### config.mk
export PLATFORM = sky130hd
export DESIGN_NAME = tssg_queue
export DESIGN_NICKNAME = d
export VERILOG_FILES = /design/src/hdl/tssg_pkg.sv /design/src/hdl/tssg_queue.sv
export SDC_FILE = /design/constraint.sdc
export NUM_CORES = 1
export LEC_CHECK = 0
export BUFFER_PORTS_ARGS = -buffer_cell sky130_fd_sc_hd__buf_2
export CORE_AREA = 2 2 387 389
export DETAILED_ROUTE_END_ITERATION = 10
export DIE_AREA = 0 0 389 391
export SLEW_MARGIN = 0
export SYNTH_ARGS = -nofsm -noshare
export SYNTH_HDL_FRONTEND = slang
export SYNTH_SLANG_ARGS = --single-unit
### constraint.sdc
create_clock -name i_clk -period 26.1 [get_ports i_clk]
set_input_delay 3.915 -clock i_clk [delete_from_list [all_inputs] [get_ports i_clk]]
set_output_delay 3.915 -clock i_clk [all_outputs]
set_load 0.02 [all_outputs]
### src/hdl/tssg_pkg.sv
// Shared types, constants and the sequencer program of the triangle
// stretch/shear gradient core. No dependencies.
package tssg_pkg;

    // Triangle jobs buffered between the front and the back
    localparam int QUEUE_DEPTH = 2;

    // Scratch register file of the back part
    localparam int RF_AW    = 6;
    localparam int RF_DEPTH = 2 ** RF_AW;

    // Sequencer program store
    localparam int UC_AW    = 7;
    localparam int UC_DEPTH = 2 ** UC_AW;

    localparam logic [30:0] CFG_ONE = 31'd65536;

    typedef logic [RF_AW-1:0] t_raddr;
    typedef logic [UC_AW-1:0] t_upc;

    // Configuration register indexes
    typedef enum logic [1:0] {
        CFG_STRETCH_K = 2'd0,
        CFG_SHEAR_K   = 2'd1,
        CFG_REST_U    = 2'd2,
        CFG_REST_V    = 2'd3
    } t_cfg_idx;

    typedef struct packed {
        logic [30:0] ks;
        logic [30:0] kh;
        logic [30:0] su;
        logic [30:0] sv;
    } t_cfg;

    // One closed triangle: pos[k*3+c] is vertex k, component c
    typedef struct packed {
        logic [8:0][31:0]  pos;
        logic [2:0][15:0]  node;
        logic [3:0][31:0]  inv;
        logic [30:0]       area;
    } t_job;

    typedef enum logic [3:0] {
        OP_LD, OP_ADD, OP_SUB, OP_NSUB, OP_MUL,
        OP_SQ0, OP_SQA, OP_SQRT, OP_DIV, OP_END
    } t_op;

    typedef struct packed {
        t_op    op;
        t_raddr dst;
        t_raddr a;
        t_raddr b;
    } t_uop;

    typedef t_uop [UC_DEPTH-1:0] t_ucode;

    typedef enum logic [2:0] {
        BS_IDLE, BS_FETCH, BS_EXEC, BS_MULW, BS_DIV, BS_SQRT, BS_DONE
    } t_bstate;

    // Register file map
    localparam t_raddr RA_P0   = 6'd0;
    localparam t_raddr RA_P1   = 6'd3;
    localparam t_raddr RA_P2   = 6'd6;
    localparam t_raddr RA_I00  = 6'd9;
    localparam t_raddr RA_I01  = 6'd10;
    localparam t_raddr RA_I10  = 6'd11;
    localparam t_raddr RA_I11  = 6'd12;
    localparam t_raddr RA_AREA = 6'd13;
    localparam t_raddr RA_SU   = 6'd14;
    localparam t_raddr RA_SV   = 6'd15;
    localparam t_raddr RA_KS   = 6'd16;
    localparam t_raddr RA_KH   = 6'd17;
    localparam t_raddr RA_E1   = 6'd18;
    localparam t_raddr RA_E2   = 6'd21;
    localparam t_raddr RA_F1   = 6'd24;
    localparam t_raddr RA_F2   = 6'd27;
    localparam t_raddr RA_T1   = 6'd30;
    localparam t_raddr RA_T2   = 6'd31;
    localparam t_raddr RA_N1   = 6'd32;
    localparam t_raddr RA_N2   = 6'd33;
    localparam t_raddr RA_C0   = 6'd34;
    localparam t_raddr RA_C1   = 6'd35;
    localparam t_raddr RA_DOT  = 6'd36;
    localparam t_raddr RA_C2   = 6'd37;
    localparam t_raddr RA_U1   = 6'd38;
    localparam t_raddr RA_U2   = 6'd41;
    localparam t_raddr RA_CS0  = 6'd44;
    localparam t_raddr RA_CS1  = 6'd45;
    localparam t_raddr RA_CH   = 6'd46;
    localparam t_raddr RA_G1   = 6'd47;
    localparam t_raddr RA_G2   = 6'd50;
    localparam t_raddr RA_GR1  = 6'd53;
    localparam t_raddr RA_GR2  = 6'd56;
    localparam t_raddr RA_GR0  = 6'd59;

    // Saturate to 32 bits signed; bit 32 flags a clip
    function automatic logic [32:0] sat32(input logic signed [48:0] v);
        if (v > 49'sd2147483647) begin
            return {1'b1, 32'h7FFF_FFFF};
        end else if (v < -49'sd2147483648) begin
            return {1'b1, 32'h8000_0000};
        end
        return {1'b0, v[31:0]};
    endfunction

    function automatic t_uop mk(t_op op, int d, int a, int b);
        return '{op: op, dst: t_raddr'(d), a: t_raddr'(a), b: t_raddr'(b)};
    endfunction

    // Build the per-triangle program
    function automatic t_ucode build_ucode();
        t_ucode uc;
        int     pc;
        for (int k = 0; k < UC_DEPTH; k++) begin
            uc[k] = mk(OP_END, 0, 0, 0);
        end
        pc = 0;
        // load positions, inverse, area and configuration
        for (int k = 0; k <= int'(RA_KH); k++) begin
            uc[pc] = mk(OP_LD, k, 0, 0); pc = pc + 1;
        end
        // edges
        for (int i = 0; i < 3; i++) begin
            uc[pc] = mk(OP_SUB, RA_E1 + i, RA_P1 + i, RA_P0 + i); pc = pc + 1;
            uc[pc] = mk(OP_SUB, RA_E2 + i, RA_P2 + i, RA_P0 + i); pc = pc + 1;
        end
        // deformation gradient columns
        for (int i = 0; i < 3; i++) begin
            uc[pc] = mk(OP_MUL, RA_T1, RA_E1 + i, RA_I00); pc = pc + 1;
            uc[pc] = mk(OP_MUL, RA_T2, RA_E2 + i, RA_I10); pc = pc + 1;
            uc[pc] = mk(OP_ADD, RA_F1 + i, RA_T1, RA_T2); pc = pc + 1;
            uc[pc] = mk(OP_MUL, RA_T1, RA_E1 + i, RA_I01); pc = pc + 1;
            uc[pc] = mk(OP_MUL, RA_T2, RA_E2 + i, RA_I11); pc = pc + 1;
            uc[pc] = mk(OP_ADD, RA_F2 + i, RA_T1, RA_T2); pc = pc + 1;
        end
        // column lengths
        uc[pc] = mk(OP_SQ0, 0, RA_F1, RA_F1); pc = pc + 1;
        uc[pc] = mk(OP_SQA, 0, RA_F1 + 1, RA_F1 + 1); pc = pc + 1;
        uc[pc] = mk(OP_SQA, 0, RA_F1 + 2, RA_F1 + 2); pc = pc + 1;
        uc[pc] = mk(OP_SQRT, RA_N1, 0, 0); pc = pc + 1;
        uc[pc] = mk(OP_SQ0, 0, RA_F2, RA_F2); pc = pc + 1;
        uc[pc] = mk(OP_SQA, 0, RA_F2 + 1, RA_F2 + 1); pc = pc + 1;
        uc[pc] = mk(OP_SQA, 0, RA_F2 + 2, RA_F2 + 2); pc = pc + 1;
        uc[pc] = mk(OP_SQRT, RA_N2, 0, 0); pc = pc + 1;
        // constraints
        uc[pc] = mk(OP_SUB, RA_T1, RA_N1, RA_SU); pc = pc + 1;
        uc[pc] = mk(OP_MUL, RA_C0, RA_AREA, RA_T1); pc = pc + 1;
        uc[pc] = mk(OP_SUB, RA_T1, RA_N2, RA_SV); pc = pc + 1;
        uc[pc] = mk(OP_MUL, RA_C1, RA_AREA, RA_T1); pc = pc + 1;
        uc[pc] = mk(OP_MUL, RA_T1, RA_F1, RA_F2); pc = pc + 1;
        uc[pc] = mk(OP_MUL, RA_T2, RA_F1 + 1, RA_F2 + 1); pc = pc + 1;
        uc[pc] = mk(OP_ADD, RA_DOT, RA_T1, RA_T2); pc = pc + 1;
        uc[pc] = mk(OP_MUL, RA_T1, RA_F1 + 2, RA_F2 + 2); pc = pc + 1;
        uc[pc] = mk(OP_ADD, RA_DOT, RA_DOT, RA_T1); pc = pc + 1;
        uc[pc] = mk(OP_MUL, RA_C2, RA_AREA, RA_DOT); pc = pc + 1;
        // unit vectors
        for (int i = 0; i < 3; i++) begin
            uc[pc] = mk(OP_DIV, RA_U1 + i, RA_F1 + i, RA_N1); pc = pc + 1;
        end
        for (int i = 0; i < 3; i++) begin
            uc[pc] = mk(OP_DIV, RA_U2 + i, RA_F2 + i, RA_N2); pc = pc + 1;
        end
        // stiffness scaled coefficients
        uc[pc] = mk(OP_MUL, RA_T1, RA_KS, RA_C0); pc = pc + 1;
        uc[pc] = mk(OP_MUL, RA_CS0, RA_T1, RA_AREA); pc = pc + 1;
        uc[pc] = mk(OP_MUL, RA_T1, RA_KS, RA_C1); pc = pc + 1;
        uc[pc] = mk(OP_MUL, RA_CS1, RA_T1, RA_AREA); pc = pc + 1;
        uc[pc] = mk(OP_MUL, RA_T1, RA_KH, RA_C2); pc = pc + 1;
        uc[pc] = mk(OP_MUL, RA_CH, RA_T1, RA_AREA); pc = pc + 1;
        // gradient with respect to the columns
        for (int i = 0; i < 3; i++) begin
            uc[pc] = mk(OP_MUL, RA_T1, RA_CS0, RA_U1 + i); pc = pc + 1;
            uc[pc] = mk(OP_MUL, RA_T2, RA_CH, RA_F2 + i); pc = pc + 1;
            uc[pc] = mk(OP_ADD, RA_G1 + i, RA_T1, RA_T2); pc = pc + 1;
            uc[pc] = mk(OP_MUL, RA_T1, RA_CS1, RA_U2 + i); pc = pc + 1;
            uc[pc] = mk(OP_MUL, RA_T2, RA_CH, RA_F1 + i); pc = pc + 1;
            uc[pc] = mk(OP_ADD, RA_G2 + i, RA_T1, RA_T2); pc = pc + 1;
        end
        // per-vertex gradients
        for (int i = 0; i < 3; i++) begin
            uc[pc] = mk(OP_MUL, RA_T1, RA_I00, RA_G1 + i); pc = pc + 1;
            uc[pc] = mk(OP_MUL, RA_T2, RA_I01, RA_G2 + i); pc = pc + 1;
            uc[pc] = mk(OP_ADD, RA_GR1 + i, RA_T1, RA_T2); pc = pc + 1;
            uc[pc] = mk(OP_MUL, RA_T1, RA_I10, RA_G1 + i); pc = pc + 1;
            uc[pc] = mk(OP_MUL, RA_T2, RA_I11, RA_G2 + i); pc = pc + 1;
            uc[pc] = mk(OP_ADD, RA_GR2 + i, RA_T1, RA_T2); pc = pc + 1;
            uc[pc] = mk(OP_NSUB, RA_GR0 + i, RA_GR1 + i, RA_GR2 + i); pc = pc + 1;
        end
        return uc;
    endfunction

    localparam t_ucode UCODE = build_ucode();

endpackage

### src/hdl/tssg_queue.sv
// Short job queue between the front and the back part.
// Uses tssg_pkg for the job type.
module tssg_queue
    import tssg_pkg::*;
#(
    parameter int DEPTH = QUEUE_DEPTH
) (
    input  logic i_clk,
    input  logic i_rst_n,
    input  logic i_push,
    input  t_job i_job,
    input  logic i_pop,
    output t_job o_head,
    output logic o_valid,
    output logic o_full
);

    localparam int AW = (DEPTH > 1) ? $clog2(DEPTH) : 1;
    localparam int CW = $clog2(DEPTH + 1);

    t_job          r_mem [DEPTH];
    logic [AW-1:0] r_wp;
    logic [AW-1:0] r_rp;
    logic [CW-1:0] r_cnt;

    assign o_head  = r_mem[r_rp];
    assign o_valid = (r_cnt != '0);
    assign o_full  = (r_cnt == CW'(DEPTH));

    // Advance pointers and fill count
    always_ff @(posedge i_clk) begin
        if (!i_rst_n) begin
            r_wp  <= '0;
            r_rp  <= '0;
            r_cnt <= '0;
        end else begin
            if (i_push) begin
                r_wp <= (r_wp == AW'(DEPTH - 1)) ? '0 : r_wp + AW'(1);
            end
            if (i_pop) begin
                r_rp <= (r_rp == AW'(DEPTH - 1)) ? '0 : r_rp + AW'(1);
            end
            if (i_push && !i_pop) begin
                r_cnt <= r_cnt + CW'(1);
            end else if (!i_push && i_pop) begin
                r_cnt <= r_cnt - CW'(1);
            end
        end
    end

    always_ff @(posedge i_clk) begin
        if (i_push) begin
            r_mem[r_wp] <= i_job;
        end
    end

endmodule

# Yosys cells after proc, flatten, opt, wreduce, memory -nomap -nowiden
# Memory sizes are Yosys's and may differ from the RTL's. A register that Yosys moved wholly into a read port is not among the register bits.
# Cells that the tools add are included.
word_totals:
  output_inout_bits: 497
  word_cells: 23
  memories: 1
  inputBits: 499
  reg_bits: 4
  ramBits: 990
op_classes:
  muxes: 8
  n_eq_ne: 1
  n_reduce_logical: 6
  n_addsub: 4
memory_table:
  columns: ["memory", "depth", "width", "rd", "rd_clocked_by_memory_dff", "write_ports", "line_no", "text"]
  rows:
  - ["r_mem", 2, 495, 1, 1, 1, "tssg_queue.sv:21", "t_job r_mem [DEPTH];"]
ops:
  columns: ["op", "n"]
  rows:
  - ["1-bit two-way mux", 6]
  - ["2-bit two-way mux", 2]
  - ["2-bit nonzero test", 2]
  - ["1-bit adder (second input constant)", 2]
  - ["2-bit by 1-bit adder with 2-bit output (second input constant)", 1]
  - ["2-bit == test (second input constant)", 1]
  - ["1-bit logical AND", 2]
  - ["1-bit zero test", 2]
  - ["2-bit by 1-bit subtractor with 2-bit output (second input constant)", 1]

# Logic depth before layout (Yosys ltp)
# Gate-level depths: netlist (run 1).
logic_depth:
  word_depth: 4
  ltp_mapped: 5
  depth_no_buf: 5

# Worst setup path after synthesis (run 1)
# OpenSTA, ideal clock, no wires.
synth_timing:
  path_kind: "in2reg"
  start: "input i_push"
  end: "register r_wp"
  setup_slack_ns: -0.697
  arrival_ns: 26.637
  cell_stages: 2
  n_path_buf: 0
  setup_ns: 0.160
  cell_sequence: "nor2b_1 > o21a_1"
synth_lines:
  columns: ["item", "line_no", "text"]
  rows:
  - ["start: declaration", "tssg_queue.sv:10", "input logic i_push,"]
  - ["end signal: assignment", "tssg_queue.sv:38", "r_wp <= (r_wp == AW'(DEPTH - 1)) ? '0 : r_wp + AW'(1);"]
  - ["end: declaration", "tssg_queue.sv:22", "logic [AW-1:0] r_wp;"]

==> results of run 1 <==
==> state kept, by name, summed over array words and instances, names as in the netlist, named ones only <==
name and count:
r_rp 1, r_mem 990, r_wp 1, r_cnt 2
==> path summary, 6_finish.rpt <==
check / cells after the start / endpoint / startpoint / slack (ns)
setup reg to reg: 5 / r_mem[0][21] / r_wp / 21.92
setup / recovery: 6 / o_head[444] / flop / 16.94
hold reg to reg: 2 / r_cnt[1] / r_cnt[1] / 0.51
hold / removal: 2 / r_cnt[1] / r_cnt[1] / 0.51
==> power breakdown <==
group | switching (mW) | internal, mW
clock network | 0.627 | 0.821
registers | 0.0195 | 1.85
logic | 0.277 | 0.162
==> critical path: cells and delay by family (launching register included) <==
family,cells,cell delay [ns]
buffers and inverters,5,3.23
DFF,1,0.65
muxes,1,0.42
==> cell type report <==
type | count | area, um^2 | area share [%]
inverter | 1 | 3.75 | 0.00807
sequential | 995 | 29800 | 64.1
timing repair buffer | 1015 | 5170 | 11.1
clock inverter | 67 | 601 | 1.29
antenna | 14 | 35.0 | 0.0753
clock buffer | 124 | 2760 | 5.94
multi-input combinational | 511 | 5700 | 12.2
tap | 1944 | 2430 | 5.23
==> synth_stat cells <==
master | n | area [um^2]
dfxtp_1 | 5 | 100
xor2_1 | 2 | 17.5
or2_2 | 1 | 6.26
a21boi_0 | 1 | 7.51
xnor2_1 | 1 | 8.76
o21ai_0 | 1 | 5.00
and2_1 | 4 | 25.0
buf_2 | 4 | 20.0
mux2_2 | 495 | 5570
ha_1 | 1 | 12.5
buf_6 | 51 | 574
nor2b_1 | 3 | 18.8
or3_1 | 1 | 6.26
edfxtp_1 | 990 | 29700
o21a_1 | 1 | 7.51
inv_1 | 1 | 3.75
==> per-layer routing <==
| layer | global-route usage, % | vias to the layer above |
|---|---|---|
| met2 | 22.7 | 772 |
| met4 | 5.46 | 100 |
| met1 | 14.0 | 9366 |
| li1 | - | 8450 |
| met3 | 6.13 | 299 |
| met5 | 0 | - |
==> cells by family after synthesis <==
logic type	after synthesis	synth area share, %
DFF	995	82.6
adders and majority gates	1	0.0346
and+or+nand+nor	9	0.156
xor gates and xnor gates	3	0.0728
AOI/OAI and AO/OA	3	0.0554
buffers and inverters	56	1.66
muxes	495	15.4
==> stage by stage <==
step                std cells  cell area [um^2]  setup slack, ns
global placement         4466             43100            17.70
floorplan                1562             36100             8.78
CTS                      4657             46500            16.78
detailed placement       4466             43100            17.62
global route             4662             46500            16.56
finish                   4671             46500            16.94
==> results.sh, run 1 <==
export IMPL_top_layer_used="met5"
export IMPL_synth_fp_nets=2062
export IMPL_wl_per_cell_um=22.6
export IMPL_skew_ns=0.0168
export IMPL_dr_pass1_iters=4
export IMPL_clk_latency_ns=0.70
export IMPL_timing_final_crit_share_pct=35.1
export IMPL_wl_met1_um=37700
export IMPL_status="complete, no violations"
export IMPL_synthesis_area_um2=36100
export IMPL_synth_cells=1562
export IMPL_core_area_um2=149000
export IMPL_drive_gt1_share_pct=61.5
export IMPL_tightestPinTransition_ns=1.04
export IMPL_p_leak_nw=16.9
export IMPL_finalPower_mw=3.76
export IMPL_max_freq_ghz=0.109
export IMPL_area_growth_pct=28.8
export IMPL_slew_headroom_pct=30.5
export IMPL_num_io_pins=996
export IMPL_cpMaxStageDelayCell="buf_4"
export IMPL_arrival_ns=5.25
export IMPL_gp_congestion=0.896
export IMPL_critPathMostFrequentCell="buf_4"
export IMPL_final_common_cell="buf_2"
export IMPL_ys_warnings_count=0
export IMPL_start_kind="flop"
export IMPL_powerDensity_nw_per_um2=80.7
export IMPL_wl_met3_um=10800
export IMPL_htree_levels=3
export IMPL_slew_viol_final=0
export IMPL_routed_wl_met2_um=52800
export IMPL_worstPathCellList="buf_4 -> buf_4 -> buf_4 -> buf_4 -> mux2_2 -> buf_2"
export IMPL_rsz0062_at_grt="false"
export IMPL_crit_fanout=69
export IMPL_ir_worst_vdd_mv=0.0538
export IMPL_hp_class="reg -> reg"
export IMPL_min_period_ns=9.16
export IMPL_place_port_buffers=995
export IMPL_viasPerCell=4.06
export IMPL_finalHoldViolCount=0
export IMPL_ys_ff_latch=995
export IMPL_grt_usage_pct=13.2
export IMPL_fin_util_pct=31.3
export IMPL_cpPeakStageDelay_ns=0.81
export IMPL_grt_pass1_wl_um=141000
export IMPL_cap_viol_max_count=0
export IMPL_die_width_um=389
export IMPL_grt_antenna_before_repair=93
export IMPL_dp_hpwl_um=77800
export IMPL_tritoncts_num_buffers=106
export IMPL_vias=19000
export IMPL_initial_core_util_pct=24.3
export IMPL_grt_max_degree=150
export IMPL_num_rows=142
export IMPL_die_area_um2=152000
export IMPL_crit_type="reg -> out"
export IMPL_cts_clk_slew_worst_paths_ns=0.06
export IMPL_synth_seq_area_share_pct=82.6
export IMPL_nNetsFinal=3130
export IMPL_mostFrequentLayoutCells="buf_2, edfxtp_1, mux2_2"
export IMPL_cts_post_setup_buffers_inserted=0
export IMPL_cts_buffer_depth=3
export IMPL_cp_end_kind="output pin"
export IMPL_clkSinkCount=995
export IMPL_cts_tree="done"
export IMPL_hold_slack_ns=0.505
export IMPL_avgSynthCellArea_um2=23.1
export IMPL_cts_root_buf="clkbuf_16"
export IMPL_tns_ns=0
export IMPL_grt_pass1_vias=19200
export IMPL_cts_resized=0
export IMPL_synth_cell_types=16
export IMPL_fillCellCount=14500
export IMPL_setup_violations=0
export IMPL_drt_initial_drc_count=902
export IMPL_ctsHoldBuffers=0
export IMPL_critical_path_required_ns=22.18
export IMPL_grt_remaining_overflow=0
export IMPL_wl_um=106000
export IMPL_chipHeight_um=391
export IMPL_ant_nets=0
export IMPL_post_route_drc_count=0
(Power assumes the default switching activity.)
==> inputs of run 2 (changes only) <==
- ABC_AREA: default -> 1
- CORE_AREA: 2 2 387 389 -> 2 2 391 393
- DIE_AREA: 0 0 389 391 -> 0 0 393 395
- clock period: 26.1 -> 9.01 ns (I/O delays scaled with it)
==> run 2 against run 1 <==
Die area rose by 2.1%. Cell area is 0.82% higher. Via count rose by 1.5%. Synthesized cell count increased by 0.83%. Critical path type unchanged. Sequential share of layout area fell by 0.52 points. First-iteration DRC count up 26%. Global-route usage is 0.66 points lower. Wire length decreased by 2.6%. Critical endpoint is now o_head[378]. Power increased to 2.9 times the previous value.
==> results.sh, run 2 <==
export IMPL_status="complete, no violations"
export IMPL_ys_ff_latch=995
export IMPL_cts_tree="done"
export IMPL_wl_um=103000
export IMPL_top_register="r_mem"
export IMPL_num_rows=143
export IMPL_grt_usage_pct=12.6
export IMPL_grt_pass1_vias=19800
export IMPL_synth_ff_type="edfxtp_1"
export IMPL_num_io_pins=996
export IMPL_grt_antenna_before_repair=76
export IMPL_synth_common_cells="edfxtp_1, mux2_2, buf_6"
export IMPL_crit_cells=4
export IMPL_ys_warnings_count=0
export IMPL_r2r_cells=4
export IMPL_post_place_ws_ns=4.84
export IMPL_hp_class="reg -> reg"
export IMPL_ys_async_sr_fraction_pct=0
export IMPL_rsz0062_at_grt="false"
export IMPL_chipHeight_um=395
export IMPL_synth_cell_types=13
export IMPL_top_regs="r_mem: 990 flops, r_cnt: 2 flops"
export IMPL_grt_max_degree=145
export IMPL_vias=19300
export IMPL_min_path_cells=2
export IMPL_grt_pass1_wl_um=139000
export IMPL_cpPeakStageDelay_ns=0.89
export IMPL_post_route_drc_count=0
export IMPL_ff_latch_area_um2=29800
export IMPL_ir_worst_vdd_mv=0.159
export IMPL_p_leak_nw=17.0
export IMPL_setup_violations=0
export IMPL_yosys_area_top_type="edfxtp_1"
export IMPL_tritoncts_num_buffers=106
export IMPL_clkSinkCount=995
export IMPL_area_growth_pct=29.9
export IMPL_start_kind="flop"
export IMPL_timing_final_crit_share_pct=53.8
export IMPL_cp_end_kind="output pin"
export IMPL_synth_cells=1575
export IMPL_drt_initial_drc_count=1137
export IMPL_clk_latency_ns=0.71
export IMPL_fin_util_pct=31.0
export IMPL_max_freq_ghz=0.206
export IMPL_avgSynthCellArea_um2=22.9
export IMPL_finalPower_mw=10.9
export IMPL_viasPerCell=4.03
export IMPL_htree_levels=3
export IMPL_drive_gt1_share_pct=61.0
export IMPL_grt_remaining_overflow=0
export IMPL_crit_type="reg -> out"
export IMPL_largest_register_ffs=990
export IMPL_place_port_buffers=995
export IMPL_final_common_cell="buf_2"
export IMPL_initial_core_util_pct=23.9
export IMPL_worstPathCellList="buf_12 -> buf_4 -> mux2_2 -> buf_2"
export IMPL_critPathTopFamily="buffers and inverters"
export IMPL_slew_viol_final=0
export IMPL_dp_hpwl_um=75200
export IMPL_cts_clk_slew_worst_paths_ns=0.06
export IMPL_die_width_um=393
export IMPL_core_area_um2=151000
export IMPL_synth_fp_nets=2075
export IMPL_gp_congestion=0.891
export IMPL_powerDensity_nw_per_um2=232
export IMPL_synth_seq_area_share_pct=82.6
export IMPL_min_period_ns=4.85
export IMPL_synth_edf_count=990
export IMPL_yosysMostFrequentCell="edfxtp_1"
export IMPL_mostFrequentLayoutCells="buf_2, edfxtp_1, mux2_2"
export IMPL_finalHoldViolCount=0
export IMPL_cpMaxStageDelayCell="dfxtp_4"
export IMPL_synthesis_area_um2=36100
export IMPL_cap_viol_max_count=0
export IMPL_wl_per_cell_um=21.6
export IMPL_multi_input_area_um2=5700
export IMPL_cts_post_setup_buffers_inserted=0
export IMPL_tns_ns=0
export IMPL_ctsHoldBuffers=0
export IMPL_tightestPinTransition_ns=1.07
export IMPL_cts_root_buf="clkbuf_16"
export IMPL_arrival_ns=3.50
export IMPL_crit_fanout=119
export IMPL_fin_cells=4777
export IMPL_critical_path_required_ns=7.66
export IMPL_fillCellCount=14900
export IMPL_dr_pass1_iters=5
export IMPL_skew_ns=0.0222
export IMPL_cts_resized=0
export IMPL_ant_nets=0
export IMPL_synth_top_area_share_pct=82.3
export IMPL_path_buf_inv=3
export IMPL_nNetsFinal=3142
export IMPL_setup_ws_ns=4.16
export IMPL_die_area_um2=155000
export IMPL_place_inst=4564
export IMPL_slew_headroom_pct=28.4
export IMPL_synthTopCellsByArea="edfxtp_1, mux2_2, buf_6"
export IMPL_cts_buffer_depth=3
## run 2: cell types whose count changed after synthesis, moves of 2 or more
cell | before | now
nand2_1 | 0 | 9
inv_1 | 1 | 8
nor2b_1 | 3 | 0
xor2_1 | 2 | 0
and2_1 | 4 | 0
nor2_1 | 0 | 8
## run 2: cells by family after synthesis
| logic type | share of synthesized area, % |
|---|---|
| multiplexers | 15.4 |
| flip-flops | 82.6 |
| AND/OR/NAND/NOR | 0.208 |
| buffers and inverters | 1.73 |
| adder cells (fa/ha/maj) | 0.0346 |
| AO/OA/AOI/OAI | 0.0277 |
## run 2: power breakdown
group | switching [mW] | internal [mW]
Clock | 1.80 | 2.52
Sequential | 0.0699 | 5.37
Combinational | 0.719 | 0.421
Total | 2.58 | 8.31
## run 2: layout make-up
| type | instances | share of cell area [%] |
|---|---|---|
| flip-flops and latches | 995 | 63.6 |
| multi-input cells | 517 | 12.1 |
| repair buffers | 1014 | 11.2 |
| clock buffers | 128 | 5.92 |
| inverters | 8 | 0.0987 |
| diodes | 19 | 0.101 |
| well taps | 2030 | 5.41 |
| clock inverters | 66 | 1.53 |
## run 2: metal layers
layer / wire [um] / up-vias / GRT usage (%) / share of wire, %
met5: 431 / - / 0 / 0.42
met4: 3590 / 64 / 5.53 / 3.5
met3: 10000 / 254 / 4.99 / 9.7
met2: 50500 / 836 / 20.9 / 49
met1: 38500 / 9637 / 14.1 / 37
li1: - / 8478 / - / -
## run 2: metrics by stage
step / hold WS [ns] / cell area, um^2
2_1_floorplan: 0.463 / 36200
3_3_place_gp: 0.480 / 43400
3_5_place_dp: 0.490 / 43400
4_1_cts: 0.504 / 46900
5_1_grt: 0.531 / 46900
6_report: 0.503 / 46900
## run 2: worst reg2reg max path, delay by kind of cell, from the launching register on
kind,cells,cell delay (ns)
buffers and inverters,3,1.51
DFF,1,0.49
and+or+nand+nor,1,0.07
## run 2: final timing paths
path                            startpoint             to  slack, ns
worst min-delay path                  r_rp           r_rp       0.50
worst max register to register        r_wp  r_mem[1][171]       6.15
worst max-delay path                  flop    o_head[378]       4.16
worst min register to register        r_rp           r_rp       0.50
