$ cat src/hdl/tssg_pkg.sv
// Shared types, constants and the sequencer program of the triangle
// stretch/shear gradient core. No dependencies.
package tssg_pkg;

    // Triangle jobs buffered between the front and the back
    localparam int QUEUE_DEPTH = 2;

    // Scratch register file of the back part
    localparam int RF_AW    = 6;
    localparam int RF_DEPTH = 2 ** RF_AW;

    // Sequencer program store
    localparam int UC_AW    = 7;
    localparam int UC_DEPTH = 2 ** UC_AW;

    localparam logic [30:0] CFG_ONE = 31'd65536;

    typedef logic [RF_AW-1:0] t_raddr;
    typedef logic [UC_AW-1:0] t_upc;

    // Configuration register indexes
    typedef enum logic [1:0] {
        CFG_STRETCH_K = 2'd0,
        CFG_SHEAR_K   = 2'd1,
        CFG_REST_U    = 2'd2,
        CFG_REST_V    = 2'd3
    } t_cfg_idx;

    typedef struct packed {
        logic [30:0] ks;
        logic [30:0] kh;
        logic [30:0] su;
        logic [30:0] sv;
    } t_cfg;

    // One closed triangle: pos[k*3+c] is vertex k, component c
    typedef struct packed {
        logic [8:0][31:0]  pos;
        logic [2:0][15:0]  node;
        logic [3:0][31:0]  inv;
        logic [30:0]       area;
    } t_job;

    typedef enum logic [3:0] {
        OP_LD, OP_ADD, OP_SUB, OP_NSUB, OP_MUL,
        OP_SQ0, OP_SQA, OP_SQRT, OP_DIV, OP_END
    } t_op;

    typedef struct packed {
        t_op    op;
        t_raddr dst;
        t_raddr a;
        t_raddr b;
    } t_uop;

    typedef t_uop [UC_DEPTH-1:0] t_ucode;

    typedef enum logic [2:0] {
        BS_IDLE, BS_FETCH, BS_EXEC, BS_MULW, BS_DIV, BS_SQRT, BS_DONE
    } t_bstate;

    // Register file map
    localparam t_raddr RA_P0   = 6'd0;
    localparam t_raddr RA_P1   = 6'd3;
    localparam t_raddr RA_P2   = 6'd6;
    localparam t_raddr RA_I00  = 6'd9;
    localparam t_raddr RA_I01  = 6'd10;
    localparam t_raddr RA_I10  = 6'd11;
    localparam t_raddr RA_I11  = 6'd12;
    localparam t_raddr RA_AREA = 6'd13;
    localparam t_raddr RA_SU   = 6'd14;
    localparam t_raddr RA_SV   = 6'd15;
    localparam t_raddr RA_KS   = 6'd16;
    localparam t_raddr RA_KH   = 6'd17;
    localparam t_raddr RA_E1   = 6'd18;
    localparam t_raddr RA_E2   = 6'd21;
    localparam t_raddr RA_F1   = 6'd24;
    localparam t_raddr RA_F2   = 6'd27;
    localparam t_raddr RA_T1   = 6'd30;
    localparam t_raddr RA_T2   = 6'd31;
    localparam t_raddr RA_N1   = 6'd32;
    localparam t_raddr RA_N2   = 6'd33;
    localparam t_raddr RA_C0   = 6'd34;
    localparam t_raddr RA_C1   = 6'd35;
    localparam t_raddr RA_DOT  = 6'd36;
    localparam t_raddr RA_C2   = 6'd37;
    localparam t_raddr RA_U1   = 6'd38;
    localparam t_raddr RA_U2   = 6'd41;
    localparam t_raddr RA_CS0  = 6'd44;
    localparam t_raddr RA_CS1  = 6'd45;
    localparam t_raddr RA_CH   = 6'd46;
    localparam t_raddr RA_G1   = 6'd47;
    localparam t_raddr RA_G2   = 6'd50;
    localparam t_raddr RA_GR1  = 6'd53;
    localparam t_raddr RA_GR2  = 6'd56;
    localparam t_raddr RA_GR0  = 6'd59;

    // Saturate to 32 bits signed; bit 32 flags a clip
    function automatic logic [32:0] sat32(input logic signed [48:0] v);
        if (v > 49'sd2147483647) begin
            return {1'b1, 32'h7FFF_FFFF};
        end else if (v < -49'sd2147483648) begin
            return {1'b1, 32'h8000_0000};
        end
        return {1'b0, v[31:0]};
    endfunction

    function automatic t_uop mk(t_op op, int d, int a, int b);
        return '{op: op, dst: t_raddr'(d), a: t_raddr'(a), b: t_raddr'(b)};
    endfunction

    // Build the per-triangle program
    function automatic t_ucode build_ucode();
        t_ucode uc;
        int     pc;
        for (int k = 0; k < UC_DEPTH; k++) begin
            uc[k] = mk(OP_END, 0, 0, 0);
        end
        pc = 0;
        // load positions, inverse, area and configuration
        for (int k = 0; k <= int'(RA_KH); k++) begin
            uc[pc] = mk(OP_LD, k, 0, 0); pc = pc + 1;
        end
        // edges
        for (int i = 0; i < 3; i++) begin
            uc[pc] = mk(OP_SUB, RA_E1 + i, RA_P1 + i, RA_P0 + i); pc = pc + 1;
            uc[pc] = mk(OP_SUB, RA_E2 + i, RA_P2 + i, RA_P0 + i); pc = pc + 1;
        end
        // deformation gradient columns
        for (int i = 0; i < 3; i++) begin
            uc[pc] = mk(OP_MUL, RA_T1, RA_E1 + i, RA_I00); pc = pc + 1;
            uc[pc] = mk(OP_MUL, RA_T2, RA_E2 + i, RA_I10); pc = pc + 1;
            uc[pc] = mk(OP_ADD, RA_F1 + i, RA_T1, RA_T2); pc = pc + 1;
            uc[pc] = mk(OP_MUL, RA_T1, RA_E1 + i, RA_I01); pc = pc + 1;
            uc[pc] = mk(OP_MUL, RA_T2, RA_E2 + i, RA_I11); pc = pc + 1;
            uc[pc] = mk(OP_ADD, RA_F2 + i, RA_T1, RA_T2); pc = pc + 1;
        end
        // column lengths
        uc[pc] = mk(OP_SQ0, 0, RA_F1, RA_F1); pc = pc + 1;
        uc[pc] = mk(OP_SQA, 0, RA_F1 + 1, RA_F1 + 1); pc = pc + 1;
        uc[pc] = mk(OP_SQA, 0, RA_F1 + 2, RA_F1 + 2); pc = pc + 1;
        uc[pc] = mk(OP_SQRT, RA_N1, 0, 0); pc = pc + 1;
        uc[pc] = mk(OP_SQ0, 0, RA_F2, RA_F2); pc = pc + 1;
        uc[pc] = mk(OP_SQA, 0, RA_F2 + 1, RA_F2 + 1); pc = pc + 1;
        uc[pc] = mk(OP_SQA, 0, RA_F2 + 2, RA_F2 + 2); pc = pc + 1;
        uc[pc] = mk(OP_SQRT, RA_N2, 0, 0); pc = pc + 1;
        // constraints
        uc[pc] = mk(OP_SUB, RA_T1, RA_N1, RA_SU); pc = pc + 1;
        uc[pc] = mk(OP_MUL, RA_C0, RA_AREA, RA_T1); pc = pc + 1;
        uc[pc] = mk(OP_SUB, RA_T1, RA_N2, RA_SV); pc = pc + 1;
        uc[pc] = mk(OP_MUL, RA_C1, RA_AREA, RA_T1); pc = pc + 1;
        uc[pc] = mk(OP_MUL, RA_T1, RA_F1, RA_F2); pc = pc + 1;
        uc[pc] = mk(OP_MUL, RA_T2, RA_F1 + 1, RA_F2 + 1); pc = pc + 1;
        uc[pc] = mk(OP_ADD, RA_DOT, RA_T1, RA_T2); pc = pc + 1;
        uc[pc] = mk(OP_MUL, RA_T1, RA_F1 + 2, RA_F2 + 2); pc = pc + 1;
        uc[pc] = mk(OP_ADD, RA_DOT, RA_DOT, RA_T1); pc = pc + 1;
        uc[pc] = mk(OP_MUL, RA_C2, RA_AREA, RA_DOT); pc = pc + 1;
        // unit vectors
        for (int i = 0; i < 3; i++) begin
            uc[pc] = mk(OP_DIV, RA_U1 + i, RA_F1 + i, RA_N1); pc = pc + 1;
        end
        for (int i = 0; i < 3; i++) begin
            uc[pc] = mk(OP_DIV, RA_U2 + i, RA_F2 + i, RA_N2); pc = pc + 1;
        end
        // stiffness scaled coefficients
        uc[pc] = mk(OP_MUL, RA_T1, RA_KS, RA_C0); pc = pc + 1;
        uc[pc] = mk(OP_MUL, RA_CS0, RA_T1, RA_AREA); pc = pc + 1;
        uc[pc] = mk(OP_MUL, RA_T1, RA_KS, RA_C1); pc = pc + 1;
        uc[pc] = mk(OP_MUL, RA_CS1, RA_T1, RA_AREA); pc = pc + 1;
        uc[pc] = mk(OP_MUL, RA_T1, RA_KH, RA_C2); pc = pc + 1;
        uc[pc] = mk(OP_MUL, RA_CH, RA_T1, RA_AREA); pc = pc + 1;
        // gradient with respect to the columns
        for (int i = 0; i < 3; i++) begin
            uc[pc] = mk(OP_MUL, RA_T1, RA_CS0, RA_U1 + i); pc = pc + 1;
            uc[pc] = mk(OP_MUL, RA_T2, RA_CH, RA_F2 + i); pc = pc + 1;
            uc[pc] = mk(OP_ADD, RA_G1 + i, RA_T1, RA_T2); pc = pc + 1;
            uc[pc] = mk(OP_MUL, RA_T1, RA_CS1, RA_U2 + i); pc = pc + 1;
            uc[pc] = mk(OP_MUL, RA_T2, RA_CH, RA_F1 + i); pc = pc + 1;
            uc[pc] = mk(OP_ADD, RA_G2 + i, RA_T1, RA_T2); pc = pc + 1;
        end
        // per-vertex gradients
        for (int i = 0; i < 3; i++) begin
            uc[pc] = mk(OP_MUL, RA_T1, RA_I00, RA_G1 + i); pc = pc + 1;
            uc[pc] = mk(OP_MUL, RA_T2, RA_I01, RA_G2 + i); pc = pc + 1;
            uc[pc] = mk(OP_ADD, RA_GR1 + i, RA_T1, RA_T2); pc = pc + 1;
            uc[pc] = mk(OP_MUL, RA_T1, RA_I10, RA_G1 + i); pc = pc + 1;
            uc[pc] = mk(OP_MUL, RA_T2, RA_I11, RA_G2 + i); pc = pc + 1;
            uc[pc] = mk(OP_ADD, RA_GR2 + i, RA_T1, RA_T2); pc = pc + 1;
            uc[pc] = mk(OP_NSUB, RA_GR0 + i, RA_GR1 + i, RA_GR2 + i); pc = pc + 1;
        end
        return uc;
    endfunction

    localparam t_ucode UCODE = build_ucode();

endpackage

$ cat src/hdl/tssg_if.sv
// Input and output channel interfaces of the gradient core.
// Handshake and payload fields; depends on nothing.
interface tssg_in_if;
    logic               valid;
    logic               ready;
    logic signed [31:0] pos_x;
    logic signed [31:0] pos_y;
    logic signed [31:0] pos_z;
    logic [15:0]        node;
    logic signed [31:0] inv_00;
    logic signed [31:0] inv_01;
    logic signed [31:0] inv_10;
    logic signed [31:0] inv_11;
    logic [30:0]        rest_area;
    logic               third_vertex;

    modport source (output valid, pos_x, pos_y, pos_z, node, inv_00, inv_01, inv_10,
                    inv_11, rest_area, third_vertex, input ready);
    modport sink   (input valid, pos_x, pos_y, pos_z, node, inv_00, inv_01, inv_10,
                    inv_11, rest_area, third_vertex, output ready);
endinterface


$ cat src/hdl/tssg_front.sv
// Front part: accepts vertex items, holds the first two vertices and
// hands a closed triangle to the job queue. Uses tssg_pkg and tssg_in_if.
module tssg_front
    import tssg_pkg::*;
(
    input  logic        i_clk,
    input  logic        i_rst_n,
    tssg_in_if.sink     i_in,
    input  logic        i_q_full,
    output t_job        o_job,
    output logic        o_push
);

    logic [1:0][2:0][31:0] r_slot_pos;
    logic [1:0][15:0]      r_slot_node;
    logic [1:0]            r_count;
    logic                  acc;

    assign i_in.ready = !i_q_full;
    assign acc        = i_in.valid && i_in.ready;
    assign o_push     = acc && i_in.third_vertex;

    // Count held vertices; a closing item restarts the triangle
    always_ff @(posedge i_clk) begin
        if (!i_rst_n) begin
            r_count <= '0;
        end else if (acc) begin
            if (i_in.third_vertex) begin
                r_count <= '0;
            end else if (r_count < 2'd2) begin
                r_count <= r_count + 2'd1;
            end
        end
    end

    // Store an open vertex; extra open vertices are dropped
    always_ff @(posedge i_clk) begin
        if (acc && !i_in.third_vertex && r_count < 2'd2) begin
            r_slot_pos[r_count[0]]  <= {i_in.pos_z, i_in.pos_y, i_in.pos_x};
            r_slot_node[r_count[0]] <= i_in.node;
        end
    end

    // Assemble the triangle job
    always_comb begin
        o_job.pos[0] = r_slot_pos[0][0];
        o_job.pos[1] = r_slot_pos[0][1];
        o_job.pos[2] = r_slot_pos[0][2];
        o_job.pos[3] = r_slot_pos[1][0];
        o_job.pos[4] = r_slot_pos[1][1];
        o_job.pos[5] = r_slot_pos[1][2];
        o_job.pos[6] = i_in.pos_x;
        o_job.pos[7] = i_in.pos_y;
        o_job.pos[8] = i_in.pos_z;
        o_job.node   = {i_in.node, r_slot_node[1], r_slot_node[0]};
        o_job.inv    = {i_in.inv_11, i_in.inv_10, i_in.inv_01, i_in.inv_00};
        o_job.area   = i_in.rest_area;
    end

endmodule

$ cat src/flat_wrapper.sv
// flat-port wrapper written by rule: the top's interface ports become plain ports
module tssg_front_flat import tssg_pkg::*;
  (i_clk, i_rst_n, i_q_full, o_job, o_push, i_in_valid, i_in_pos_x, i_in_pos_y, i_in_pos_z, i_in_node, i_in_inv_00, i_in_inv_01, i_in_inv_10, i_in_inv_11, i_in_rest_area, i_in_third_vertex, i_in_ready);
  tssg_in_if i_in_i ();
  input  logic i_clk;
  input  logic i_rst_n;
  input  logic i_q_full;
  output t_job o_job;
  output logic o_push;
  input wire logic [$bits(i_in_i.valid)-1:0] i_in_valid;
  input wire logic [$bits(i_in_i.pos_x)-1:0] i_in_pos_x;
  input wire logic [$bits(i_in_i.pos_y)-1:0] i_in_pos_y;
  input wire logic [$bits(i_in_i.pos_z)-1:0] i_in_pos_z;
  input wire logic [$bits(i_in_i.node)-1:0] i_in_node;
  input wire logic [$bits(i_in_i.inv_00)-1:0] i_in_inv_00;
  input wire logic [$bits(i_in_i.inv_01)-1:0] i_in_inv_01;
  input wire logic [$bits(i_in_i.inv_10)-1:0] i_in_inv_10;
  input wire logic [$bits(i_in_i.inv_11)-1:0] i_in_inv_11;
  input wire logic [$bits(i_in_i.rest_area)-1:0] i_in_rest_area;
  input wire logic [$bits(i_in_i.third_vertex)-1:0] i_in_third_vertex;
  output wire logic [$bits(i_in_i.ready)-1:0] i_in_ready;
  assign i_in_i.valid = i_in_valid;
  assign i_in_i.pos_x = i_in_pos_x;
  assign i_in_i.pos_y = i_in_pos_y;
  assign i_in_i.pos_z = i_in_pos_z;
  assign i_in_i.node = i_in_node;
  assign i_in_i.inv_00 = i_in_inv_00;
  assign i_in_i.inv_01 = i_in_inv_01;
  assign i_in_i.inv_10 = i_in_inv_10;
  assign i_in_i.inv_11 = i_in_inv_11;
  assign i_in_i.rest_area = i_in_rest_area;
  assign i_in_i.third_vertex = i_in_third_vertex;
  assign i_in_ready = i_in_i.ready;
  tssg_front u_core (.i_clk(i_clk), .i_rst_n(i_rst_n), .i_in(i_in_i), .i_q_full(i_q_full), .o_job(o_job), .o_push(o_push));
endmodule
$ cat config.mk
export PLATFORM = sky130hd
export DESIGN_NAME = tssg_front_flat
export DESIGN_NICKNAME = d
export VERILOG_FILES = /design/src/hdl/tssg_pkg.sv /design/src/hdl/tssg_if.sv /design/src/hdl/tssg_front.sv /design/src/flat_wrapper.sv
export SDC_FILE = /design/constraint.sdc
export NUM_CORES = 1
export LEC_CHECK = 0
export BUFFER_PORTS_ARGS = -buffer_cell sky130_fd_sc_hd__buf_4
export CORE_AREA = 2 2 300 302
export CTS_CLUSTER_DIAMETER = 80
export DETAILED_ROUTE_END_ITERATION = 6
export DIE_AREA = 0 0 302 304
export PLACE_DENSITY = 0.3
export SYNTH_ARGS = -nofsm -noshare
export SYNTH_HDL_FRONTEND = slang
export SYNTH_SLANG_ARGS = --single-unit
$ cat constraint.sdc
create_clock -name i_clk -period 21.4 [get_ports i_clk]
set_input_delay 2.14 -clock i_clk [delete_from_list [all_inputs] [get_ports i_clk]]
set_output_delay 2.14 -clock i_clk [all_outputs]
set_load 0.01 [all_outputs]
* Word-level counts from Yosys, hierarchy flattened
Cells that the tools add are included.
** Word-level totals
- Logic and storage cells :: 30
- Register bits :: 226
** Cells by class
- Multiplexer cells :: 8
- Order comparisons :: 3
- Reductions and logical operators :: 9
- Add/subtract/negate cells :: 1
** Operators with widths (number)
- $bwmux W192 :: 1
- $demux W96 S1 :: 1
- $mux W96 :: 1
- $bwmux W32 :: 1
- $demux W16 S1 :: 1
- $mux W16 :: 1
- $logic_and A1 B1 Y1 :: 5
- $mux W2 :: 2
- $add A2 B1 Y2 const B :: 1
- $logic_not A1 Y1 :: 2
- $lt A1 B2 Y1 const B :: 1
- $lt A2 B2 Y1 const B :: 1
- $reduce_and A2 Y1 :: 1
- $reduce_bool A2 Y1 :: 1
- $ge A1 B1 Y1 const B :: 1

* Logic depth before layout (Yosys ltp)
Gate-level depths: netlist of run 1.
- Depth in word-level cells :: 5
- Mapped depth :: 3

* Least setup slack after synthesis of run 1
No wires, ideal clock.
- Kind :: in2reg
- Start :: input i_q_full
- End :: register u_core.r_slot_node, in the netlist u_core.o_job[175] (enable)
- Arrival :: 13.722 ns
- Stages :: 2
- Data required time :: 20.504 ns
- Slack :: 6.781 ns
- Path through :: nand2b_1 > nor4b_1
** Between the ends
- Word-level cells in the longest chain between the ends :: 4
** RTL lines
- start: declaration :: line flat_wrapper.sv:7 : input logic i_q_full;
- $logic_not A1 Y1 :: line tssg_front.sv:19 : assign i_in.ready = !i_q_full;
- $logic_and A1 B1 Y1 :: line tssg_front.sv:20 : assign acc = i_in.valid && i_in.ready;
- $logic_and A1 B1 Y1 (2 in a row) :: line tssg_front.sv:38 : if (acc && !i_in.third_vertex && r_count < 2'd2) begin
- end signal: indexed assignment :: line tssg_front.sv:40 : r_slot_node[r_count[0]] <= i_in.node;
- end: declaration :: line tssg_front.sv:15 : logic [1:0][15:0] r_slot_node;
Every way passes these cells.
A chain may end at the register's enable or synchronous reset.

* Worst setup path after layout of run 1
- Start :: input i_q_full
- End :: output o_push
** Between the ends
- Word-level cells in the longest chain between the ends :: 3
** RTL lines
- $logic_not A1 Y1 :: line tssg_front.sv:19
- $logic_and A1 B1 Y1 :: line tssg_front.sv:20
- $logic_and A1 B1 Y1 :: line tssg_front.sv:21 : assign o_push = acc && i_in.third_vertex;
- end: declaration :: line flat_wrapper.sv:9 : output logic o_push;
Every way passes these cells.

==> metrics.yaml, run 1 <==
outcome:
  status: "completed"
grt:
  antenna_found_initial: 2
  grtUsageTotal: 0.0683
  grt_pass1_vias: 4586
  grt_start_max_net_pins: 56
  grt_pass1_wl_mm: 42.4
  grt.overflow.total: 0
drt:
  wl_met3_mm: 5.38
  vias_per_cell: 2.41
  wl_mm: 34.0
  highest_layer: "met5"
  drt.antenna.violating_nets: 0
  wl_per_cell_um: 17.7
  met1_length_mm: 9.19
  drt-pass1-iter-count: 4
  drc: 0
  vias: 4631
  drt_iter0_drc: 112
  wl_met2_mm: 18.0
layout:
  areaGrowthSynthToFinish_pct: 42.1
  layout.nets: 1002
  n_antenna_cell: 0
  layout-drive-gt1-share: 0.667
  design_area_um2: 12600
pwr:
  comb_power_share: 0.072
  ir_worst_vdd_uv: 54.1
  p_int_mw: 0.784
  sw_frac_of_total: 0.221
  power_density_nw_per_um2: 79.7
  pwr-share-clk: 0.433
  p_leak_nw: 4.69
  power_frac_seq: 0.495
  power_switching_mw: 0.222
logic_synthesis:
  synth_common_cells: "buf_4 (271), edfxtp_1 (224), dfxtp_1 (2), nand2b_1 (2)"
  synth_edf_count: 224
  ys_ff_latch: 226
  synth_ff_type: "edfxtp_1"
  syn_area_per_cell_um2: 17.5
  yosys.area.top_type: "edfxtp_1"
  ys_warn_count: 0
  synthCells: 508
  synth.distinct_cells: 13
  synth_top_area_frac: 0.757
  synthArstFlopShare: 0
  netlist_top_cells_area: "edfxtp_1 (76%), buf_4 (23%), dfxtp_1 (0.45%)"
  ys_seq_area_frac: 0.762
  postSynthNetCount: 784
  synth.most_common_cell: "buf_4"
  syn-cell-area_um2: 8880
timing:
  fin_tns_setup_ns: 0
  slew_violations: 0
  worst_pin_slew_ns: 0.881
  setup_viol: 0
  fin_skew_ns: 0.00871
  rsz0062_at_grt: "false"
  finalCritPeriodShare: 0.232
  maxSlewHeadroom: 0.412
  timing.fmax_mhz: 201
  final-hold-violation-count: 0
  min_period_ns: 4.97
flow_run:
  drv_cap: 0
setup_path:
  start_kind: "primary input"
  max_stage_delay_ns: 0.19
  crit_top_cell: "buf_4"
  crit_family: "simple AND/OR/NAND/NOR gates"
  cp.required_ns: 19.26
  path_buf_inv: 2
  path_cells: "buf_4 > nor2b_1 > and2_1 > buf_4"
  critPathKind: "primary input to output port"
  cp_max_fo: 3
  r2r_slack_ns: 18.42
  slowest_stage: "and2_1"
  cp.arrival_ns: 2.83
  worstSetupEndpointType: "output port"
clock_tree:
  cts-buffers-inserted: 28
  clk_pin_slew_ns: 0.06
  cts_resized: 0
  clk_latency_ns: 0.56
  cts_setup_buffers: 0
  cts-hold-fix-buffers: 0
  clkSinkCount: 226
  cts_tree: "done"
  root_buffer: "clkbuf_16"
  cts_max_level: 1
  clk_path_buf_depth: 3
placed_design:
  hpwlAfterDp_mm: 27.4
  placed_area_um2: 11800
  port_buffers: 454
  gp_congestion: 0.770
floorplan:
  core_area_um2: 89000
  fp.dieW_um: 302
  num_rows: 110
  die-area_um2: 91800
  ios: 773
  start_util: 0.0998
  die_h_um: 304
worst_hold_path:
  holdCritPathClass: "flop to flop"
[path summary, 6_finish.rpt]
path	start	end	depth (start not counted)
setup / recovery	i_q_full	o_push	4
hold / removal	u_core.r_count[0]	u_core.r_count[1]	2
setup reg to reg	u_core.r_count[1]	u_core.o_job[274]	3
hold reg to reg	u_core.r_count[0]	u_core.r_count[1]	2
[worst register-to-register path: stages (launching register included)]
cell and delay (ns):
dfxtp_1 0.36, nor4_4 0.56, buf_4 0.70, buf_4 0.86
[power by group through the flow]
stage / Clock (mW) / Combinational (mW) / Sequential (mW)
after detailed placement: 0 / 0.0752 / 0.508
after CTS: 0.464 / 0.0753 / 0.498
after floorplan: 0 / 0.0558 / 0.513
final: 0.436 / 0.0722 / 0.498
after global placement: 0 / 0.0753 / 0.508
after global routing: 0.477 / 0.0784 / 0.499
[kinds of logic (layout without fill, tap and decap cells)]
kind of cell | Yosys count | count (layout) | synth area share
AO/OA/AOI/OAI | 3 | 3 | 0.00225
buffers and inverters | 272 | 511 | 0.229
flip-flops | 226 | 226 | 0.762
AND/OR/NAND/NOR | 7 | 7 | 0.00662
[area by class of cell]
type                            count  area (um2)
Clock buffer                       37         734
Clock inverter                     14         105
Fill cell                        9911       76400
Inverter                            1        3.75
Multi-Input combinational cell     10        93.8
Sequential cell                   226        6770
Tap cell                         1176        1470
Timing Repair Buffer              459        3450
[per-layer routing]
layer	vias to the layer above	GRT usage
met5	-	0.00106
met3	111	0.0446
met2	407	0.128
met4	4	0.0307
met1	2151	0.0533
li1	1958	-
[metrics by stage]
stage	hold WS, ns	setup WS (ns)	utilization	total power, mW	std cells
after floorplan	0.563	6.78	-	0.569	508
after global placement	0.621	16.35	0.132	0.583	1872
after detailed placement	0.618	16.30	0.132	0.583	1872
after CTS	0.623	16.39	0.142	1.04	1923
after global routing	0.686	16.34	0.142	1.05	1923
final	0.628	16.43	0.142	1.01	1923
[cell usage in the layout (no fill, tap or decap), types with 2 or more instances in the layout]
cell | Yosys | layout
clkinv_2 | 0 | 4
edfxtp_1 | 224 | 224
clkinv_1 | 0 | 6
clkbuf_1 | 0 | 9
nand2b_1 | 2 | 2
buf_4 | 271 | 459
clkbuf_16 | 0 | 28
dfxtp_1 | 2 | 2
[state kept, by name (all words and copies together), names as in the netlist]
signal and cells:
u_core.r_count 2, u_core.o_job 224
No activity file was read; power rests on OpenSTA's default activity.
==> run 2: changes to the inputs <==
==> constraint.sdc (replaced) <==
create_clock -name i_clk -period 4.73 [get_ports i_clk]
set_input_delay 0.473 -clock i_clk [delete_from_list [all_inputs] [get_ports i_clk]]
set_output_delay 0.473 -clock i_clk [all_outputs]
set_load 0.01 [all_outputs]
==> run 2 against run 1 <==
  * Sequential share of layout area is 0.69 points lower
  * Setup slack worse by 14 ns
  * Sequential cell count stayed put
  * Cell area is 1.3% higher
  * Via count is 0.76% higher
  * Final cell count is 0.47% higher
  * Critical path depth is 2 lower
  * Routed wire length is 3.1% higher
  * Sequential power grew to 4.5 times the previous value
  * Global-route usage is 0.24 points higher
  * Hold slack worse by 0.54 ns
  * Critical path type is now flop to flop
==> metrics.yaml, run 2 (synthesis gave the netlist of run 1 again) <==
layout:
  mostFrequentLayoutCell: "buf_4"
  final_cell_mix: "buf_4 (463), edfxtp_1 (224), clkbuf_16 (30)"
  layout.nets: 1010  # +0.80%
  nFillCells: 9915  # +0.040%
  areaGrowthSynthToFinish_pct: 43.9
  layout-drive-gt1-share: 0.676  # +0.00926
  fin_cells: 1932  # +0.47%
  largest_reg_flops: 224  # unchanged
  seqCellArea_um2: 6770  # unchanged
  multiInputGateArea_um2: 103  # +9.3%
  n_antenna_cell: 0  # unchanged
drt:
  wl_per_cell_um: 18.1  # +2.6%
  vias: 4666  # +0.76%
  drc: 0  # unchanged
  drt.antenna.violating_nets: 0  # unchanged
  drt-pass1-iter-count: 4  # unchanged
  drt_iter0_drc: 161  # +44%
  vias_per_cell: 2.42  # +0.29%
  wl_mm: 35.0  # +3.1%
clock_tree:
  root_buffer: "clkbuf_16"
  cts-hold-fix-buffers: 0  # unchanged
  clk_latency_ns: 0.58  # +0.02 ns
  cts-buffers-inserted: 30  # +7.1%
  clk_path_buf_depth: 3  # unchanged
  clk_pin_slew_ns: 0.06  # about the same
  clkSinkCount: 226  # unchanged
  cts_resized: 0  # unchanged
  cts_max_level: 1  # unchanged
  cts_setup_buffers: 0  # unchanged
  cts_tree: "done"
setup_path:
  critPathKind: "flop to flop"
  path_cells: "nor4_4 > buf_12"
  start_kind: "flop"
  slowest_stage: "nor4_4"
  worstSetupEndpointType: "flop"
  cp.required_ns: 4.94  # -14.32 ns
  cp_max_fo: 65  # +62
  max_stage_delay_ns: 0.87  # +0.68 ns
  cp.arrival_ns: 2.34  # -0.49 ns
worst_hold_path:
  holdCritPathClass: "primary input to flop"
floorplan:
  die-area_um2: 91800  # unchanged
  core_area_um2: 89000  # unchanged
  fp.dieW_um: 302  # unchanged
  start_util: 0.0998  # unchanged
  ios: 773  # unchanged
  num_rows: 110  # unchanged
  die_h_um: 304  # unchanged
outcome:
  status: "completed"
timing:
  final-hold-violation-count: 0  # unchanged
  fin_tns_setup_ns: 0  # unchanged
  finalCritPeriodShare: 0.450
  slew_violations: 0  # unchanged
  hold-worst-slack_ns: 0.0885  # -0.540 ns
  maxSlewHeadroom: 0.353  # -0.0592
  min_period_ns: 2.13
  worst_slack_ns: 2.60  # -13.83 ns
  worst_pin_slew_ns: 0.963  # +0.0815 ns
  setup_viol: 0  # unchanged
  rsz0062_at_grt: "false"
  timing.fmax_mhz: 470
  fin_skew_ns: 0.0198  # +0.0111 ns
placed_design:
  hpwlAfterDp_mm: 28.7  # +4.7%
  gp_congestion: 0.738  # -4.2%
  port_buffers: 454  # unchanged
  dpl_worst_slack_ns: 2.22  # -14.08 ns
  place_inst: 1878  # +0.32%
grt:
  antenna_found_initial: 2  # unchanged
  grt_start_max_net_pins: 70  # +25%
  grt_pass1_vias: 4680  # +2.0%
  grt_pass1_wl_mm: 43.9  # +3.5%
  grtUsageTotal: 0.0707  # +0.00241
  grt.overflow.total: 0  # unchanged
pwr:
  ir_worst_vdd_uv: 241  # +350%
  power_density_nw_per_um2: 367  # +360%
  power.total_mw: 4.70  # +370%
  p_leak_nw: 4.78  # +1.9%
flow_run:
  drv_cap: 0  # unchanged
==> run 2: cell types whose count changed in the layout (fill, tap and decap cells not counted), sizes merged <==
| cell | before | now |
|---|---|---|
| buf | 459 | 465 |
| clkbuf | 37 | 33 |
| clkinv | 11 | 18 |
| clkinvlp | 1 | 0 |
| inv | 2 | 3 |
==> run 2: worst paths after layout <==
kind / start / to / slack [ns] / cells past startpoint
worst max-delay path: u_core.r_count[1] / u_core.o_job[172] / 2.60 / 2
worst min-delay path: i_in_pos_x[20] / u_core.o_job[227] / 0.09 / 1
worst max register to register: u_core.r_count[1] / u_core.o_job[172] / 2.60 / 2
worst min register to register: u_core.r_count[0] / u_core.r_count[1] / 0.65 / 2
==> run 2: worst max-delay path, delay by kind of cell (launching register included) <==
kind | cells | cell delay, ns
and+or+nand+nor | 1 | 0.87
buffers and inverters | 1 | 0.37
DFF | 1 | 0.37
==> run 2: final cells by class <==
class                      instances  area share
sequential                       226       0.529
timing repair buffer             465       0.275
tap                             1176       0.115
clock buffer                      33      0.0596
clock inverter                    21      0.0128
multi-input combinational         10     0.00802
inverter                           1    0.000294
==> run 2: where the power goes <==
part | switching, mW | total, mW | internal, mW
clock | 0.896 | 2.11 | 1.22
sequential | 0.0107 | 2.26 | 2.24
combinational | 0.164 | 0.329 | 0.165
==> run 2: per-stage QoR <==
step | utilization | area [um2]
floorplan | - | 8890
global placement | 0.133 | 11900
detailed placement | 0.133 | 11900
CTS | 0.144 | 12800
global route | 0.144 | 12800
finish | 0.144 | 12800
==> run 2: metal layers <==
metal	vias up	routed length, um	global-route usage	part of all wire
li1	1973	-	-	-
met1	2170	10000	0.0590	0.29
met2	415	18600	0.133	0.53
met3	106	5070	0.0403	0.14
met4	2	1320	0.0303	0.038
met5	-	13	0	0.00037
==> run 3: changes to the inputs <==
--- a/config.mk
+++ b/config.mk
@@ -6,10 +6,10 @@
 export NUM_CORES = 1
 export LEC_CHECK = 0
 export BUFFER_PORTS_ARGS = -buffer_cell sky130_fd_sc_hd__buf_4
-export CORE_AREA = 2 2 300 302
+export CORE_AREA = 2 2 304 306
 export CTS_CLUSTER_DIAMETER = 80
 export DETAILED_ROUTE_END_ITERATION = 6
-export DIE_AREA = 0 0 302 304
+export DIE_AREA = 0 0 306 308
 export PLACE_DENSITY = 0.3
 export SYNTH_ARGS = -nofsm -noshare
 export SYNTH_HDL_FRONTEND = slang
==> constraint.sdc (replaced) <==
create_clock -name i_clk -period 1.81 [get_ports i_clk]
set_input_delay 0.181 -clock i_clk [delete_from_list [all_inputs] [get_ports i_clk]]
set_output_delay 0.181 -clock i_clk [all_outputs]
set_load 0.01 [all_outputs]
==> run 3 against run 2 <==
  * Cell area increased by 10%
  * Die area increased by 2.7%
  * Sequential power increased to 2.6 times the previous value
  * First-iteration DRC count increased by 6.8%
  * Critical path depth increased by 2
  * Utilization increased by 1.2 points
  * Final cell count increased by 6.8%
  * Hold slack improved by 0.12 ns
  * Global-route usage decreased by 0.17 points
  * Sequential cell count unchanged
  * Non-clock buffer count increased by 123
  * Routed wire length increased by 3.4%
  * Critical endpoint is now u_core.r_count[0]
==> metrics.yaml, run 3 (synthesis gave the netlist of run 1 again) <==
clock_tree:
  root_buffer: "clkbuf_16"
  cts_max_level: 1  # unchanged
  clk_path_buf_depth: 3  # unchanged
  cts-buffers-inserted: 30  # unchanged
  clk_latency_ns: 0.60  # +0.02 ns
  clk_pin_slew_ns: 0.05  # about the same
  cts_tree: "done"
  clkSinkCount: 226  # unchanged
layout:
  areaGrowthSynthToFinish_pct: 58.9
  largest_reg_flops: 224  # unchanged
  nFillCells: 9997  # +0.83%
  final_cell_mix: "buf_4 (464), edfxtp_1 (224), dlygate4sd3_1 (116)"
  mostFrequentLayoutCell: "buf_4"
  utilization: 0.155  # +0.0116
  layout.nets: 1133  # +12%
  layout-drive-gt1-share: 0.592  # -0.0841
  design_area_um2: 14100  # +10%
setup_path:
  r2r-end: "u_core.r_count[0]"
  start_kind: "flop"
  cp_max_fo: 21  # -68%
  slowest_stage: "dlygate4sd3_1"
  path_cells: "nor4_4 > clkbuf_16 > o21a_1 > dlygate4sd3_1"
  rr_startpoint: "u_core.r_count[1]"
  max_stage_delay_ns: 0.53  # -0.34 ns
  rr_worst_depth: 4  # +2
  cp.required_ns: 2.35  # -2.59 ns
  cp.arrival_ns: 2.19  # -0.15 ns
  critPathKind: "flop to flop"
  r2r_slack_ns: 0.16  # -2.44 ns
  worstSetupEndpointType: "flop"
worst_hold_path:
  min_from: "i_in_valid"
  holdCritPathClass: "primary input to flop"
  hold_depth: 4  # +3
  min_to: "u_core.o_job[305]"
drt:
  drt-pass1-iter-count: 4  # unchanged
  wl_met2_mm: 17.6  # -5.5%
  vias_per_cell: 2.53  # +4.6%
  wl_met3_mm: 4.52  # -11%
  wl_per_cell_um: 17.6  # -3.2%
  drt.antenna.violating_nets: 0  # unchanged
  highest_layer: "met5"
  met1_length_mm: 12.2  # +21%
  drt_iter0_drc: 172  # +6.8%
  drc: 0  # unchanged
  vias: 5216  # +12%
  wl_mm: 36.2  # +3.4%
grt:
  grt_pass1_wl_mm: 44.7  # +1.7%
  grt_pass1_vias: 5227  # +12%
  grtUsageTotal: 0.0690  # -0.00165
  grt_start_max_net_pins: 44  # -37%
  grt.overflow.total: 0  # unchanged
  antenna_found_initial: 5  # +3
floorplan:
  start_util: 0.0977  # -0.00211
  die-area_um2: 94200  # +2.7%
  fp.dieW_um: 306  # +1.3%
  num_rows: 111  # +0.91%
  die_h_um: 308  # +1.3%
  core_area_um2: 91000  # +2.2%
  ios: 773  # unchanged
timing:
  slew_violations: 0  # unchanged
  finalCritPeriodShare: 0.912  # +0.462
  setup_viol: 0  # unchanged
  min_period_ns: 1.65  # -0.479 ns
  worst_slack_ns: 0.160  # -2.44 ns
  rsz0062_at_grt: "false"
  timing.fmax_mhz: 606  # +29%
  fin_skew_ns: 0.0405  # +0.0207 ns
  maxSlewHeadroom: 0.747  # +0.394
  final-hold-violation-count: 0  # unchanged
  hold-worst-slack_ns: 0.211  # +0.122 ns
  worst_pin_slew_ns: 0.380  # -0.583 ns
placed_design:
  gp_congestion: 0.729  # -1.2%
  port_buffers: 454  # unchanged
  dpl_worst_slack_ns: 0.123  # -2.09 ns
  placed_area_um2: 12000  # +0.87%
  hpwlAfterDp_mm: 28.0  # -2.4%
pwr:
  ir_worst_vdd_uv: 627  # +160%
  p_leak_nw: 5.34  # +12%
  power_density_nw_per_um2: 896  # +140%
  power.total_mw: 12.6  # +170%
outcome:
  status: "completed"
flow_run:
  drv_cap: 0  # unchanged
-- run 3: changes by cell type in the layout (fill, tap and decap cells not counted), moves of 3 or more --
cell           change
dlygate4sd3_1    +116
buf_12             +4
clkinv_2           -4
clkinv_8           -3
-- run 3: stage by stage --
stage / setup TNS [ns] / std cells
2_1_floorplan: -589.21 / 508
3_3_place_gp: 0 / 1892
3_5_place_dp: 0 / 1892
4_1_cts: 0 / 2060
5_1_grt: 0 / 2064
6_report: 0 / 2064
-- run 3: area by class of cell --
class,count,area (um2),share of cell area
well taps,1186,1480,0.105
clock inverters,17,174,0.0123
multi-input cells,10,110,0.00780
repair buffers,588,4800,0.340
flip-flops and latches,226,6770,0.480
diodes,1,2.50,0.000177
inverters,1,3.75,0.000266
clock buffers,35,769,0.0545
-- run 3: repair_timing --
action,4_1_cts,5_1_grt
resized for setup,0,1
endpoints found under the setup margin,0,1
setup buffers,0,2
endpoints found under the hold margin,226,0
hold buffers,116,0
-- run 3: how the worst max path moves through the flow --
stage	start	to	slack, ns	depth (start not counted)
global placement	i_q_full	u_core.o_job[176]	0.14	5
global route	u_core.r_count[1]	u_core.r_count[0]	0.08	4
floorplan	u_core.r_count[0]	u_core.o_job[159]	-2.63	1
detailed placement	i_q_full	u_core.o_job[176]	0.12	5
CTS	u_core.r_count[0]	u_core.r_count[0]	0.03	4
finish	u_core.r_count[1]	u_core.r_count[0]	0.16	4
-- run 3: power breakdown --
group	switching [mW]	leakage [nW]	internal, mW	total, mW
logic	0.493	2.82	0.609	1.10
clock network	2.32	0.460	3.33	5.65
registers	0.0256	2.05	5.87	5.89
total	2.84	5.34	9.81	12.6
-- run 3: metal layers --
layer  GRT usage  vias up
met4      0.0410        2
met2       0.119      470
met1      0.0656     2428
met3      0.0356       96
met5     0.00413        -
li1            -     2220
-- run 3: worst max-delay path, delay by kind of cell, from the launching register on --
family,cells,cell delay (ns)
AOI/OAI and AO/OA,1,0.14
buffers and inverters,2,0.80
and+or+nand+nor,1,0.28
DFF,1,0.35
